<file path="src/rtl/core/spwd_pkg.sv">
// Shared types and constants for the stall progress watchdog.
// No dependencies; every other file of the block imports this package.
package spwd_pkg;

    localparam int COUNT_WIDTH    = 48;
    localparam int ACTIVE_WIDTH   = 16;
    localparam int SESSION_WIDTH  = 10;
    localparam int INTERVAL_WIDTH = 16;
    localparam int ELAPSED_WIDTH  = 17;
    localparam int TOTAL_WIDTH    = 32;

    localparam logic [INTERVAL_WIDTH-1:0] INTERVAL_RESET = INTERVAL_WIDTH'(1000);
    localparam logic [ELAPSED_WIDTH-1:0]  ELAPSED_MAX    = '1;
    localparam logic [TOTAL_WIDTH-1:0]    TOTAL_MAX      = '1;

    // Item kind codes
    typedef enum logic {
        KIND_TICK  = 1'b0,
        KIND_START = 1'b1
    } kind_t;

    // One input item as held in the input register
    typedef struct packed {
        kind_t                    kind;
        logic [COUNT_WIDTH-1:0]   applied_events;
        logic [COUNT_WIDTH-1:0]   sched_clock;
        logic [COUNT_WIDTH-1:0]   commit_clock;
        logic [ACTIVE_WIDTH-1:0]  active_tasks;
        logic [SESSION_WIDTH-1:0] session_count;
    } item_t;

    // Input register contents handed to the check stage
    typedef struct packed {
        logic  valid;
        item_t item;
    } stage_t;

    // One result item as held in the output register
    typedef struct packed {
        logic                     unblock_request;
        logic                     sampled;
        logic [SESSION_WIDTH-1:0] allowed_unblocks;
        logic [SESSION_WIDTH-1:0] current_unblocks;
        logic [TOTAL_WIDTH-1:0]   total_unblocks;
    } result_t;

endpackage

</file>
<file path="src/rtl/core/spwd_in_if.sv">
// Input channel of the stall progress watchdog: valid/ready plus item fields.
// Depends on spwd_pkg for field widths.
interface spwd_in_if;
    import spwd_pkg::*;

    logic                     valid;
    logic                     ready;
    logic                     kind;
    logic [COUNT_WIDTH-1:0]   applied_events;
    logic [COUNT_WIDTH-1:0]   sched_clock;
    logic [COUNT_WIDTH-1:0]   commit_clock;
    logic [ACTIVE_WIDTH-1:0]  active_tasks;
    logic [SESSION_WIDTH-1:0] session_count;

    modport source (
        output valid, kind, applied_events, sched_clock, commit_clock,
               active_tasks, session_count,
        input  ready
    );

    modport sink (
        input  valid, kind, applied_events, sched_clock, commit_clock,
               active_tasks, session_count,
        output ready
    );
endinterface

</file>
<file path="src/rtl/core/spwd_out_if.sv">
// Result channel of the stall progress watchdog: valid/ready plus result fields.
// Depends on spwd_pkg for field widths.
interface spwd_out_if;
    import spwd_pkg::*;

    logic                     valid;
    logic                     ready;
    logic                     unblock_request;
    logic                     sampled;
    logic [SESSION_WIDTH-1:0] allowed_unblocks;
    logic [SESSION_WIDTH-1:0] current_unblocks;
    logic [TOTAL_WIDTH-1:0]   total_unblocks;

    modport source (
        output valid, unblock_request, sampled, allowed_unblocks,
               current_unblocks, total_unblocks,
        input  ready
    );

    modport sink (
        input  valid, unblock_request, sampled, allowed_unblocks,
               current_unblocks, total_unblocks,
        output ready
    );
endinterface

</file>
<file path="src/rtl/core/spwd_in_stage.sv">
// Input register of the stall progress watchdog.
// Depends on spwd_pkg and spwd_in_if; feeds spwd_check.
module spwd_in_stage (
    input  logic              clk,
    input  logic              rst_n,
    spwd_in_if.sink           tick_in,
    input  logic              advance,
    output spwd_pkg::stage_t  stage
);
    import spwd_pkg::*;

    logic  valid_reg;
    logic  valid_next;
    item_t item_reg;
    item_t item_next;
    logic  accept;

    // Take a transaction when empty or when the held one moves on
    assign tick_in.ready = !valid_reg || advance;
    assign accept        = tick_in.valid && tick_in.ready;

    // Hold, refill or drain the input register
    always_comb
    begin
        valid_next = valid_reg;
        item_next  = item_reg;
        if (accept)
        begin
            valid_next               = 1'b1;
            item_next.kind           = kind_t'(tick_in.kind);
            item_next.applied_events = tick_in.applied_events;
            item_next.sched_clock    = tick_in.sched_clock;
            item_next.commit_clock   = tick_in.commit_clock;
            item_next.active_tasks   = tick_in.active_tasks;
            item_next.session_count  = tick_in.session_count;
        end
        else if (advance)
        begin
            valid_next = 1'b0;
        end
    end

    always_ff @(posedge clk or negedge rst_n)
    begin
        if (!rst_n)
        begin
            valid_reg <= 1'b0;
        end
        else
        begin
            valid_reg <= valid_next;
        end
    end

    // Payload needs no reset
    always_ff @(posedge clk)
    begin
        item_reg <= item_next;
    end

    assign stage.valid = valid_reg;
    assign stage.item  = item_reg;

endmodule

</file>
<file path="src/rtl/core/spwd_check.sv">
// Progress check, watchdog state and result register.
// Depends on spwd_pkg and spwd_out_if; driven by spwd_in_stage.
module spwd_check (
    input  logic                                clk,
    input  logic                                rst_n,
    input  logic                                cfg_we,
    input  logic [spwd_pkg::INTERVAL_WIDTH-1:0] cfg_wdata,
    input  spwd_pkg::stage_t                    stage,
    output logic                                advance,
    spwd_out_if.source                          result_out
);
    import spwd_pkg::*;

    logic [INTERVAL_WIDTH-1:0] interval_reg;
    logic [ELAPSED_WIDTH-1:0]  elapsed_reg;
    logic [ELAPSED_WIDTH-1:0]  elapsed_next;
    logic [COUNT_WIDTH-1:0]    cur_events_reg;
    logic [COUNT_WIDTH-1:0]    cur_sched_clock_reg;
    logic [COUNT_WIDTH-1:0]    cur_commit_clock_reg;
    logic                      sample_en;
    logic [SESSION_WIDTH-1:0]  unblock_limit_reg;
    logic [SESSION_WIDTH-1:0]  unblock_limit_next;
    logic [SESSION_WIDTH-1:0]  unblocks_now_reg;
    logic [SESSION_WIDTH-1:0]  unblocks_now_next;
    logic [TOTAL_WIDTH-1:0]    unblocks_total_reg;
    logic [TOTAL_WIDTH-1:0]    unblocks_total_next;
    logic                      out_valid_reg;
    logic                      out_valid_next;
    result_t                   result_reg;
    result_t                   result_next;

    logic [ELAPSED_WIDTH-1:0]  elapsed_inc;
    logic [SESSION_WIDTH-1:0]  limit_tick;
    logic                      due;
    logic                      events_up;
    logic                      sched_up;
    logic                      commit_up;
    logic                      idle_tasks;
    logic                      progress;
    logic                      request;

    // Move the held item into the result register when that slot frees up
    assign advance = stage.valid && (!out_valid_reg || result_out.ready);

    // Tick time base and limit latch
    assign elapsed_inc = (elapsed_reg == ELAPSED_MAX) ? elapsed_reg : elapsed_reg + 1'b1;
    assign limit_tick  = (unblock_limit_reg == '0) ? stage.item.session_count
                                                   : unblock_limit_reg;
    assign due         = elapsed_inc >= ELAPSED_WIDTH'(interval_reg);

    // Compare the new sample against the stored one
    assign events_up  = stage.item.applied_events > cur_events_reg;
    assign sched_up   = stage.item.sched_clock > cur_sched_clock_reg;
    assign commit_up  = stage.item.commit_clock > cur_commit_clock_reg;
    assign idle_tasks = stage.item.active_tasks == '0;

    always_comb
    begin
        if (unblocks_now_reg != '0)
        begin
            progress = events_up || idle_tasks;
        end
        else
        begin
            progress = idle_tasks || sched_up || events_up || commit_up;
        end
    end

    // Work out the next watchdog state for the held item
    always_comb
    begin
        elapsed_next        = elapsed_reg;
        sample_en           = 1'b0;
        unblock_limit_next  = unblock_limit_reg;
        unblocks_now_next   = unblocks_now_reg;
        unblocks_total_next = unblocks_total_reg;
        request             = 1'b0;
        unique case (stage.item.kind)
            KIND_START:
            begin
                elapsed_next = '0;
                sample_en    = 1'b1;
            end
            KIND_TICK:
            begin
                unblock_limit_next = limit_tick;
                if (due)
                begin
                    elapsed_next = '0;
                    sample_en    = 1'b1;
                    if (progress)
                    begin
                        unblocks_now_next = '0;
                    end
                    else if (unblocks_now_reg < limit_tick)
                    begin
                        request           = 1'b1;
                        unblocks_now_next = unblocks_now_reg + 1'b1;
                        if (unblocks_total_reg != TOTAL_MAX)
                        begin
                            unblocks_total_next = unblocks_total_reg + 1'b1;
                        end
                    end
                end
                else
                begin
                    elapsed_next = elapsed_inc;
                end
            end
            default:
            begin
                elapsed_next = elapsed_reg;
            end
        endcase
    end

    // Build the result and drain the output register
    always_comb
    begin
        result_next.unblock_request  = request;
        result_next.sampled          = sample_en;
        result_next.allowed_unblocks = unblock_limit_next;
        result_next.current_unblocks = unblocks_now_next;
        result_next.total_unblocks   = unblocks_total_next;
        if (advance)
        begin
            out_valid_next = 1'b1;
        end
        else if (result_out.ready)
        begin
            out_valid_next = 1'b0;
        end
        else
        begin
            out_valid_next = out_valid_reg;
        end
    end

    // Control state and counters
    always_ff @(posedge clk or negedge rst_n)
    begin
        if (!rst_n)
        begin
            interval_reg         <= INTERVAL_RESET;
            elapsed_reg          <= '0;
            cur_events_reg       <= '0;
            cur_sched_clock_reg  <= '0;
            cur_commit_clock_reg <= '0;
            unblock_limit_reg    <= '0;
            unblocks_now_reg     <= '0;
            unblocks_total_reg   <= '0;
            out_valid_reg        <= 1'b0;
        end
        else
        begin
            if (cfg_we)
            begin
                interval_reg <= cfg_wdata;
            end
            out_valid_reg <= out_valid_next;
            if (advance)
            begin
                elapsed_reg        <= elapsed_next;
                unblock_limit_reg  <= unblock_limit_next;
                unblocks_now_reg   <= unblocks_now_next;
                unblocks_total_reg <= unblocks_total_next;
                if (sample_en)
                begin
                    cur_events_reg       <= stage.item.applied_events;
                    cur_sched_clock_reg  <= stage.item.sched_clock;
                    cur_commit_clock_reg <= stage.item.commit_clock;
                end
            end
        end
    end

    // Result payload needs no reset
    always_ff @(posedge clk)
    begin
        if (advance)
        begin
            result_reg <= result_next;
        end
    end

    assign result_out.valid            = out_valid_reg;
    assign result_out.unblock_request  = result_reg.unblock_request;
    assign result_out.sampled          = result_reg.sampled;
    assign result_out.allowed_unblocks = result_reg.allowed_unblocks;
    assign result_out.current_unblocks = result_reg.current_unblocks;
    assign result_out.total_unblocks   = result_reg.total_unblocks;

    // Consecutive requests never pass the latched limit
    a_now_within_limit: assert property (@(posedge clk) disable iff (!rst_n)
        unblocks_now_reg <= unblock_limit_reg)
        else $error("unblock count above latched limit");

    // A latched limit is never replaced
    a_limit_sticks: assert property (@(posedge clk) disable iff (!rst_n)
        (unblock_limit_reg != '0) |=> $stable(unblock_limit_reg))
        else $error("latched unblock limit changed");

    // An unblock request only comes with a fresh sample
    a_request_on_sample: assert property (@(posedge clk) disable iff (!rst_n)
        (out_valid_reg && result_reg.unblock_request) |-> result_reg.sampled)
        else $error("unblock request without sample");

    // The total count never falls
    a_total_monotonic: assert property (@(posedge clk) disable iff (!rst_n)
        1'b1 |=> unblocks_total_reg >= $past(unblocks_total_reg))
        else $error("total unblock count decreased");

endmodule

</file>
<file path="src/rtl/core/stall_progress_watchdog_unit.sv">
// Flow: a transaction accepted into the input register is checked and loaded into the
// result register once that register is free, and its result is taken from there.
// Throughput: one transaction per cycle; the input side keeps taking items while a
// result waits, stalling only when both registers are full and the result is held.
// Reset (rst_n, asynchronous, active low) clears all counters and samples to zero
// and sets the refresh interval to 1000 ticks. Depends on spwd_pkg and the interfaces.
module stall_progress_watchdog_unit (
    input  logic                                clk,
    input  logic                                rst_n,
    spwd_in_if.sink                             tick_in,
    spwd_out_if.source                          result_out,
    input  logic                                cfg_we,
    input  logic [spwd_pkg::INTERVAL_WIDTH-1:0] cfg_wdata
);
    import spwd_pkg::*;

    stage_t stage;
    logic   advance;

    // Input register
    spwd_in_stage u_in_stage (
        .clk     (clk),
        .rst_n   (rst_n),
        .tick_in (tick_in),
        .advance (advance),
        .stage   (stage)
    );

    // Check logic, watchdog state and result register
    spwd_check u_check (
        .clk        (clk),
        .rst_n      (rst_n),
        .cfg_we     (cfg_we),
        .cfg_wdata  (cfg_wdata),
        .stage      (stage),
        .advance    (advance),
        .result_out (result_out)
    );

endmodule

</file>
<file path="src/flat_wrapper.sv">
// flat-port wrapper written by rule: the top's interface ports become plain ports
module stall_progress_watchdog_unit_flat import spwd_pkg::*;
  (clk, rst_n, cfg_we, cfg_wdata, tick_in_valid, tick_in_kind, tick_in_applied_events, tick_in_sched_clock, tick_in_commit_clock, tick_in_active_tasks, tick_in_session_count, tick_in_ready, result_out_valid, result_out_unblock_request, result_out_sampled, result_out_allowed_unblocks, result_out_current_unblocks, result_out_total_unblocks, result_out_ready);
  spwd_in_if tick_in_i ();
  spwd_out_if result_out_i ();
  input  logic clk;
  input  logic rst_n;
  input  logic cfg_we;
  input  logic [spwd_pkg::INTERVAL_WIDTH-1:0] cfg_wdata;
  input wire logic [$bits(tick_in_i.valid)-1:0] tick_in_valid;
  input wire logic [$bits(tick_in_i.kind)-1:0] tick_in_kind;
  input wire logic [$bits(tick_in_i.applied_events)-1:0] tick_in_applied_events;
  input wire logic [$bits(tick_in_i.sched_clock)-1:0] tick_in_sched_clock;
  input wire logic [$bits(tick_in_i.commit_clock)-1:0] tick_in_commit_clock;
  input wire logic [$bits(tick_in_i.active_tasks)-1:0] tick_in_active_tasks;
  input wire logic [$bits(tick_in_i.session_count)-1:0] tick_in_session_count;
  output wire logic [$bits(tick_in_i.ready)-1:0] tick_in_ready;
  output wire logic [$bits(result_out_i.valid)-1:0] result_out_valid;
  output wire logic [$bits(result_out_i.unblock_request)-1:0] result_out_unblock_request;
  output wire logic [$bits(result_out_i.sampled)-1:0] result_out_sampled;
  output wire logic [$bits(result_out_i.allowed_unblocks)-1:0] result_out_allowed_unblocks;
  output wire logic [$bits(result_out_i.current_unblocks)-1:0] result_out_current_unblocks;
  output wire logic [$bits(result_out_i.total_unblocks)-1:0] result_out_total_unblocks;
  input wire logic [$bits(result_out_i.ready)-1:0] result_out_ready;
  assign tick_in_i.valid = tick_in_valid;
  assign tick_in_i.kind = tick_in_kind;
  assign tick_in_i.applied_events = tick_in_applied_events;
  assign tick_in_i.sched_clock = tick_in_sched_clock;
  assign tick_in_i.commit_clock = tick_in_commit_clock;
  assign tick_in_i.active_tasks = tick_in_active_tasks;
  assign tick_in_i.session_count = tick_in_session_count;
  assign tick_in_ready = tick_in_i.ready;
  assign result_out_valid = result_out_i.valid;
  assign result_out_unblock_request = result_out_i.unblock_request;
  assign result_out_sampled = result_out_i.sampled;
  assign result_out_allowed_unblocks = result_out_i.allowed_unblocks;
  assign result_out_current_unblocks = result_out_i.current_unblocks;
  assign result_out_total_unblocks = result_out_i.total_unblocks;
  assign result_out_i.ready = result_out_ready;
  stall_progress_watchdog_unit u_core (.clk(clk), .rst_n(rst_n), .tick_in(tick_in_i), .result_out(result_out_i), .cfg_we(cfg_we), .cfg_wdata(cfg_wdata));
endmodule
</file>
<file path="config.mk">
export PLATFORM = sky130hd
export DESIGN_NAME = stall_progress_watchdog_unit_flat
export DESIGN_NICKNAME = d
export VERILOG_FILES = /design/src/rtl/core/spwd_pkg.sv /design/src/rtl/core/spwd_in_if.sv /design/src/rtl/core/spwd_out_if.sv /design/src/rtl/core/spwd_in_stage.sv /design/src/rtl/core/spwd_check.sv /design/src/rtl/core/stall_progress_watchdog_unit.sv /design/src/flat_wrapper.sv
export SDC_FILE = /design/constraint.sdc
export NUM_CORES = 1
export LEC_CHECK = 0
export BUFFER_PORTS_ARGS = -buffer_cell sky130_fd_sc_hd__clkbuf_2
export CAP_MARGIN = 15
export CORE_UTILIZATION = 30
export DETAILED_ROUTE_END_ITERATION = 8
export GPL_ROUTABILITY_DRIVEN = 1
export GPL_TIMING_DRIVEN = 0
export MAX_ROUTING_LAYER = met4
export PLACE_DENSITY = 0.55
export SYNTH_ARGS = -nofsm -noshare
export SYNTH_HDL_FRONTEND = slang
export SYNTH_SLANG_ARGS = --single-unit
export TNS_END_PERCENT = 20
</file>
<file path="constraint.sdc">
create_clock -name clk -period 7.7 [get_ports clk]
set_input_delay 0.385 -clock clk [delete_from_list [all_inputs] [get_ports clk]]
set_output_delay 0.385 -clock clk [all_outputs]
set_load 0.05 [all_outputs]
</file>
## After elaboration in Yosys (flattened, before gate mapping)

Cells that the tools add are included.

- Register bits: 456
- Input bits: 192
- Output and inout bits: 56
- Logic and storage cells: 72

- Add/subtract/negate cells: 3
- $lt $le $gt $ge: 5
- Eq/ne operators: 2
- Multiplexer cells: 22
- Bitwise logic cells: 2
- Reductions and logical operators: 17

Operators by type and width:

| kind | count |
|---|---|
| two-way mux 32 bit | 5 |
| greater-than comparator 48 bit | 3 |
| two-way mux 10 bit | 6 |
| two-way mux 17 bit | 2 |
| case mux 17 bit (2 select lines) | 1 |
| adder 32 x 1 -> 32 bit, second input constant | 1 |
| inequality test 32 bit, second input constant | 1 |
| adder 17 x 1 -> 17 bit, second input constant | 1 |
| equality test 17 bit, second input constant | 1 |
| greater-or-equal comparator 17 x 16 -> 1 bit | 1 |
| zero test 16 bit | 1 |
| adder 10 x 1 -> 10 bit, second input constant | 1 |
| zero test 10 bit | 1 |
| less-than comparator 10 bit | 1 |
| nonzero test 10 bit | 1 |
| two-way mux 1 bit | 7 |
| logical OR 1 bit | 6 |
| nonzero test 2 bit | 2 |
| OR reduction 3 bit | 1 |
| logical AND 1 bit | 2 |
| zero test 1 bit | 2 |
| NOT 1 bit | 2 |
| case mux 1 bit (2 select lines) | 1 |
| AND reduction 2 bit | 1 |

## Logic depth before layout (Yosys ltp)

- Depth after elaboration: 8
- Depth in mapped cells: 20
- Depth with buffers taken out: 18

## Hierarchy

From an unflattened synthesis, not the netlist that was laid out.

- Cells, all modules: 1868
- Area, all modules: 21176.6 µm²

By module, submodules not included:

| module | instances | cells each | area an instance (µm²) |
|---|---|---|---|
| spwd_check | 1 | 1692 | 15980.3 |
| spwd_in_stage | 1 | 176 | 5196.2 |

## Least setup slack after synthesis

OpenSTA, ideal clock, no wires.

- Path type: flip-flop to flip-flop
- Start: register u_core.u_check.out_valid_reg (netlist: u_core.u_check.result_out.valid)
- End: register u_core.u_in_stage.item_reg, in the netlist u_core.u_in_stage.stage[0], enable pin
- Library setup time: 0.551 ns
- Arrival time: 5.092 ns
- Setup slack: 2.057 ns
- Stages on the path, launching flop included: 3
- Path through: dfrtp_1 > nand3b_1 > and2_1

- Cells in the longest elaborated chain, start to end: 5

Ends and longest elaborated chain:

| item | line | source |
|---|---|---|
| start: declaration | spwd_check.sv:27 | `logic out_valid_reg;` |
| start signal: assignment | spwd_check.sv:160 | `out_valid_reg <= out_valid_next;` |
| zero test 1 bit | spwd_check.sv:43 | `assign advance = stage.valid && (!out_valid_reg \|\| result_out.ready);` |
| logical OR 1 bit | spwd_check.sv:43 |  |
| logical AND 1 bit | spwd_check.sv:43 |  |
| logical OR 1 bit | spwd_in_stage.sv:19 | `assign tick_in.ready = !valid_reg \|\| advance;` |
| via tick_in_ready | flat_wrapper.sv:17 | `output wire logic [$bits(tick_in_i.ready)-1:0] tick_in_ready;` |
| logical AND 1 bit | spwd_in_stage.sv:20 | `assign accept = tick_in.valid && tick_in.ready;` |
| via u_core.u_in_stage.accept | spwd_in_stage.sv:16 | `logic accept;` |
| end signal: assignment | spwd_in_stage.sv:58 | `item_reg <= item_next;` |
| end: declaration | spwd_in_stage.sv:14 | `item_t item_reg;` |

The timed path passes the listed nets, and every way through them passes these cells.
A chain may end at the register's enable or synchronous reset.

## Worst setup path after layout

- Start: register u_core.u_check.elapsed_reg[6]
- End: register u_core.u_check.cur_commit_clock_reg[42]

- Cells in the longest elaborated chain, start to end: 6

Ends and longest elaborated chain:

| item | line | source |
|---|---|---|
| start: declaration | spwd_check.sv:15 | `logic [ELAPSED_WIDTH-1:0] elapsed_reg;` |
| start signal: assignment | spwd_check.sv:163 | `elapsed_reg <= elapsed_next;` |
| adder 17 x 1 -> 17 bit or equality test 17 bit (tied branches) | spwd_check.sv:46 | `assign elapsed_inc = (elapsed_reg == ELAPSED_MAX) ? elapsed_reg : elapsed_reg + 1'b1;` |
| two-way mux 17 bit (*) | spwd_check.sv:46 |  |
| greater-or-equal comparator 17 x 16 -> 1 bit (*) | spwd_check.sv:49 | `assign due = elapsed_inc >= ELAPSED_WIDTH'(interval_reg);` |
| two-way mux 1 bit (*) | spwd_check.sv:87 | `if (due)` |
| case mux 1 bit (2 select lines) (*) | spwd_check.sv:78 | `unique case (stage.item.kind)` |
| AND reduction 2 bit (no source line) (*) | n/a |  |
| end signal: assignment | spwd_check.sv:171 | `cur_commit_clock_reg <= stage.item.commit_clock;` |
| end: declaration | spwd_check.sv:19 | `logic [COUNT_WIDTH-1:0] cur_commit_clock_reg;` |

Mark *: on every way between the ends. The rest lies on a longest branch, timed or not.

==> results.md <==
- DP HPWL: ~36000 µm
- Post-synth EDFFs: around 230
- Layout area overhead: 29.7%
- First-iteration detailed-routing DRC count: 737
- Crit path launch type: register
- Max-Cap Viols: 0
- Clock Latency Late Sink: approximately 600 ps
- Nets@finish: approximately 2700
- PostCTS Resize Cnt: 0
- Final Instance Area: about 0.027 mm²
- Post-DR vias/cell: between 4 and 5
- Die area: 0.0711 mm²
- Final Power: 6.70 mW
- Number of global-route vias before repair: about 16000
- Crit path DAT: 6470 ps
- Initial core utilization: 0.305
- DR vias: 15200
- F_max: roughly 0.17 GHz
- Setup Skew: roughly 21 ps
- Largest net degree at the start of global routing: 91
- Crit path max fanout: 10
- Final cell count without fillers: about 3300
- Antenna violations before repair: 17
- Setup TNS: 0 ps
- IO buf count: 247
- CTS Sinks: ~460
- Hold WC Path Type: in -> reg
- Grt ovf: 0
- Dpl cell area: about 0.024 mm²
- Status: finished clean
- CTS Buffer Depth: 3
- Mapped cell area: ~0.021 mm²
- Floorplan row count: 96
- Largest register FFs: 171
- Max IR drop VDD: around 0.19 mV
- Yosys reg bits: 456
- Place WS: 1570 ps
- TritonRoute pass-1 iters: 5
- Async SR Flop Fraction: 0.507
- Critical path endpoint category: register
- CP required: 8200 ps
- Main flop type after synthesis: edfxtp_1
- # setup viols final: 0
- Min cycle time layout: ~6000 ps
- Layout cells sized above 1: 0.154
- First-pass GRT wire length: ~83000 µm
- Ys Warns: 0
- CTS tree: done
- Mapped Nets: roughly 2200
- Seq/Total Area, Yosys: 0.597
- Die X: ~270 µm
- Area leader, netlist: edfxtp_1
- Final hold violations: 0
- Most frequent cells in the layout: clkbuf_2, nand2_1, dfrtp_1, edfxtp_1, dlygate4sd3_1
- Mapped Cells: 1834
- Final core utilization: 0.395
- Die Y: between 200 and 300 µm
- Setup Buffers After CTS: 0
- DRC: 0
- P_leak: around 12 nW
- Fillers: 6687
- Max Transition Viols Final: 0
- FF+latch area: ~0.013 mm²
- Final wirelength: 52000 µm
- R2R Setup Slk: 1730 ps
- Slew @ Worst Pin: 1210 ps
- Placed cell count: 3016
- Multi-input gate area: 0.00755 mm²
- Most common cell after layout, fill and taps aside: clkbuf_2
- Total Routing Usage GR: 0.153
- Distinct cell type count after synthesis: 63
- CTS Root Buffer Type: clkbuf_16
- Synth Area per Inst: roughly 11 µm²
- CTS buffer count: between 50 and 60
- Critical path class: reg -> reg
- Worst rel slew slack: 0.186
- Area contributors post-synth: edfxtp_1, dfrtp_1, ha_1, o21ai_0, nand2_1
- GP Congestion: between 0.8 and 0.9
- CTS clk-pin slew, worst paths: 60 ps
- DRT antenna net count: 0
- Pwr Density: 246 mW/mm²
- Final Cycle Share: 0.775
- WL per Instance: about 16 µm
- H-tree levels: 2
- RSZ-0062 raised after global routing: no
- Share of Yosys cell area claimed by the top area cell type: 0.322
- IO Pins: 248
- Final setup margin: 1730 ps
- Core area: 0.0689 mm²
- Hold WS: roughly 90 ps
## repair_timing
action                                  CTS  global route
endpoints found under the hold margin   243             1
endpoints found under the setup margin    0             0
hold buffers                            188             1
## cells by family (layout without fill, tap and decap cells)
logic type | count (synthesis) | in the layout | share of synthesized area
AND/OR/NAND/NOR | 519 | 519 | 0.117
flip-flops | 456 | 456 | 0.597
AO/OA/AOI/OAI | 351 | 351 | 0.0967
buffers and inverters | 235 | 776 | 0.0434
adder cells (fa/ha/maj) | 173 | 173 | 0.103
XOR/XNOR | 90 | 90 | 0.0375
multiplexers | 10 | 10 | 0.00518
other | 0 | 17 | 0
## Yosys cell counts, types with 3 or more instances
cell type,instances
xnor2_1,84
a211oi_1,4
a221o_1,5
a21o_1,32
nand4_1,55
a21oi_1,78
buf_2,9
edfxtp_1,225
buf_1,7
xor2_1,6
clkbuf_1,38
and2_1,7
dfrtp_1,225
nand2_1,230
nand3_1,79
ha_1,173
buf_4,3
dfstp_2,6
nand2b_1,7
nor2_1,50
nor2b_1,4
a31o_2,3
a211o_1,3
o31ai_1,5
and3_1,22
a21boi_0,3
o21ai_0,187
mux2_2,5
mux2i_1,3
inv_1,176
and4_1,8
nor3_1,27
a41o_1,3
nor4_1,15
a22o_1,8
## path summary, 6_finish.rpt
path                                                from                                      end  depth (start not counted)
max                        u_core.u_check.elapsed_reg[6]  u_core.u_check.cur_commit_clock_reg[42]                         18
min                                               cfg_we           u_core.u_check.interval_reg[0]                          2
max reg2reg                u_core.u_check.elapsed_reg[6]  u_core.u_check.cur_commit_clock_reg[42]                         18
min reg2reg                  u_core.u_in_stage.stage[71]  u_core.u_check.cur_commit_clock_reg[45]                          2
max in group asynchronous                          rst_n        u_core.u_check.cur_events_reg[13]                          4
min in group asynchronous                          rst_n          u_core.u_check.interval_reg[14]                          2
## power by group
group / switching [mW] / internal [mW] / total [mW]
sequential: 0.111 / 2.86 / 2.97
clock: 1.02 / 1.55 / 2.57
combinational: 0.700 / 0.462 / 1.16
## layout make-up
cell class,count,share of cell area
antenna,17,0.00156
buffer,58,0.00923
clock buffer,73,0.0545
clock inverter,28,0.0107
inverter,177,0.0244
multi-input combinational,1143,0.277
sequential,456,0.460
tap,931,0.0428
timing repair buffer,440,0.119
## worst max-delay path: stages, from the launching register on
cell	delay, ps
dfrtp_1	450
and4_1	210
and4_1	240
and2_1	190
nand3_1	220
and4_1	230
clkbuf_1	340
nand4_1	220
xnor2_1	200
ha_1	310
nand4_1	110
or2_2	290
o21ai_0	210
a211oi_2	170
a21oi_1	880
clkbuf_1	750
buf_1	580
nand2_1	120
o21ai_0	110
## layer usage
layer	GRT usage	part of all wire	vias to the layer above
li1	-	-	7506
met1	0.187	0.44	7318
met2	0.253	0.48	335
met3	0.0321	0.052	70
met4	0.0432	0.022	0
met5	-	0	-
No activity file was read; power rests on OpenSTA's default activity.
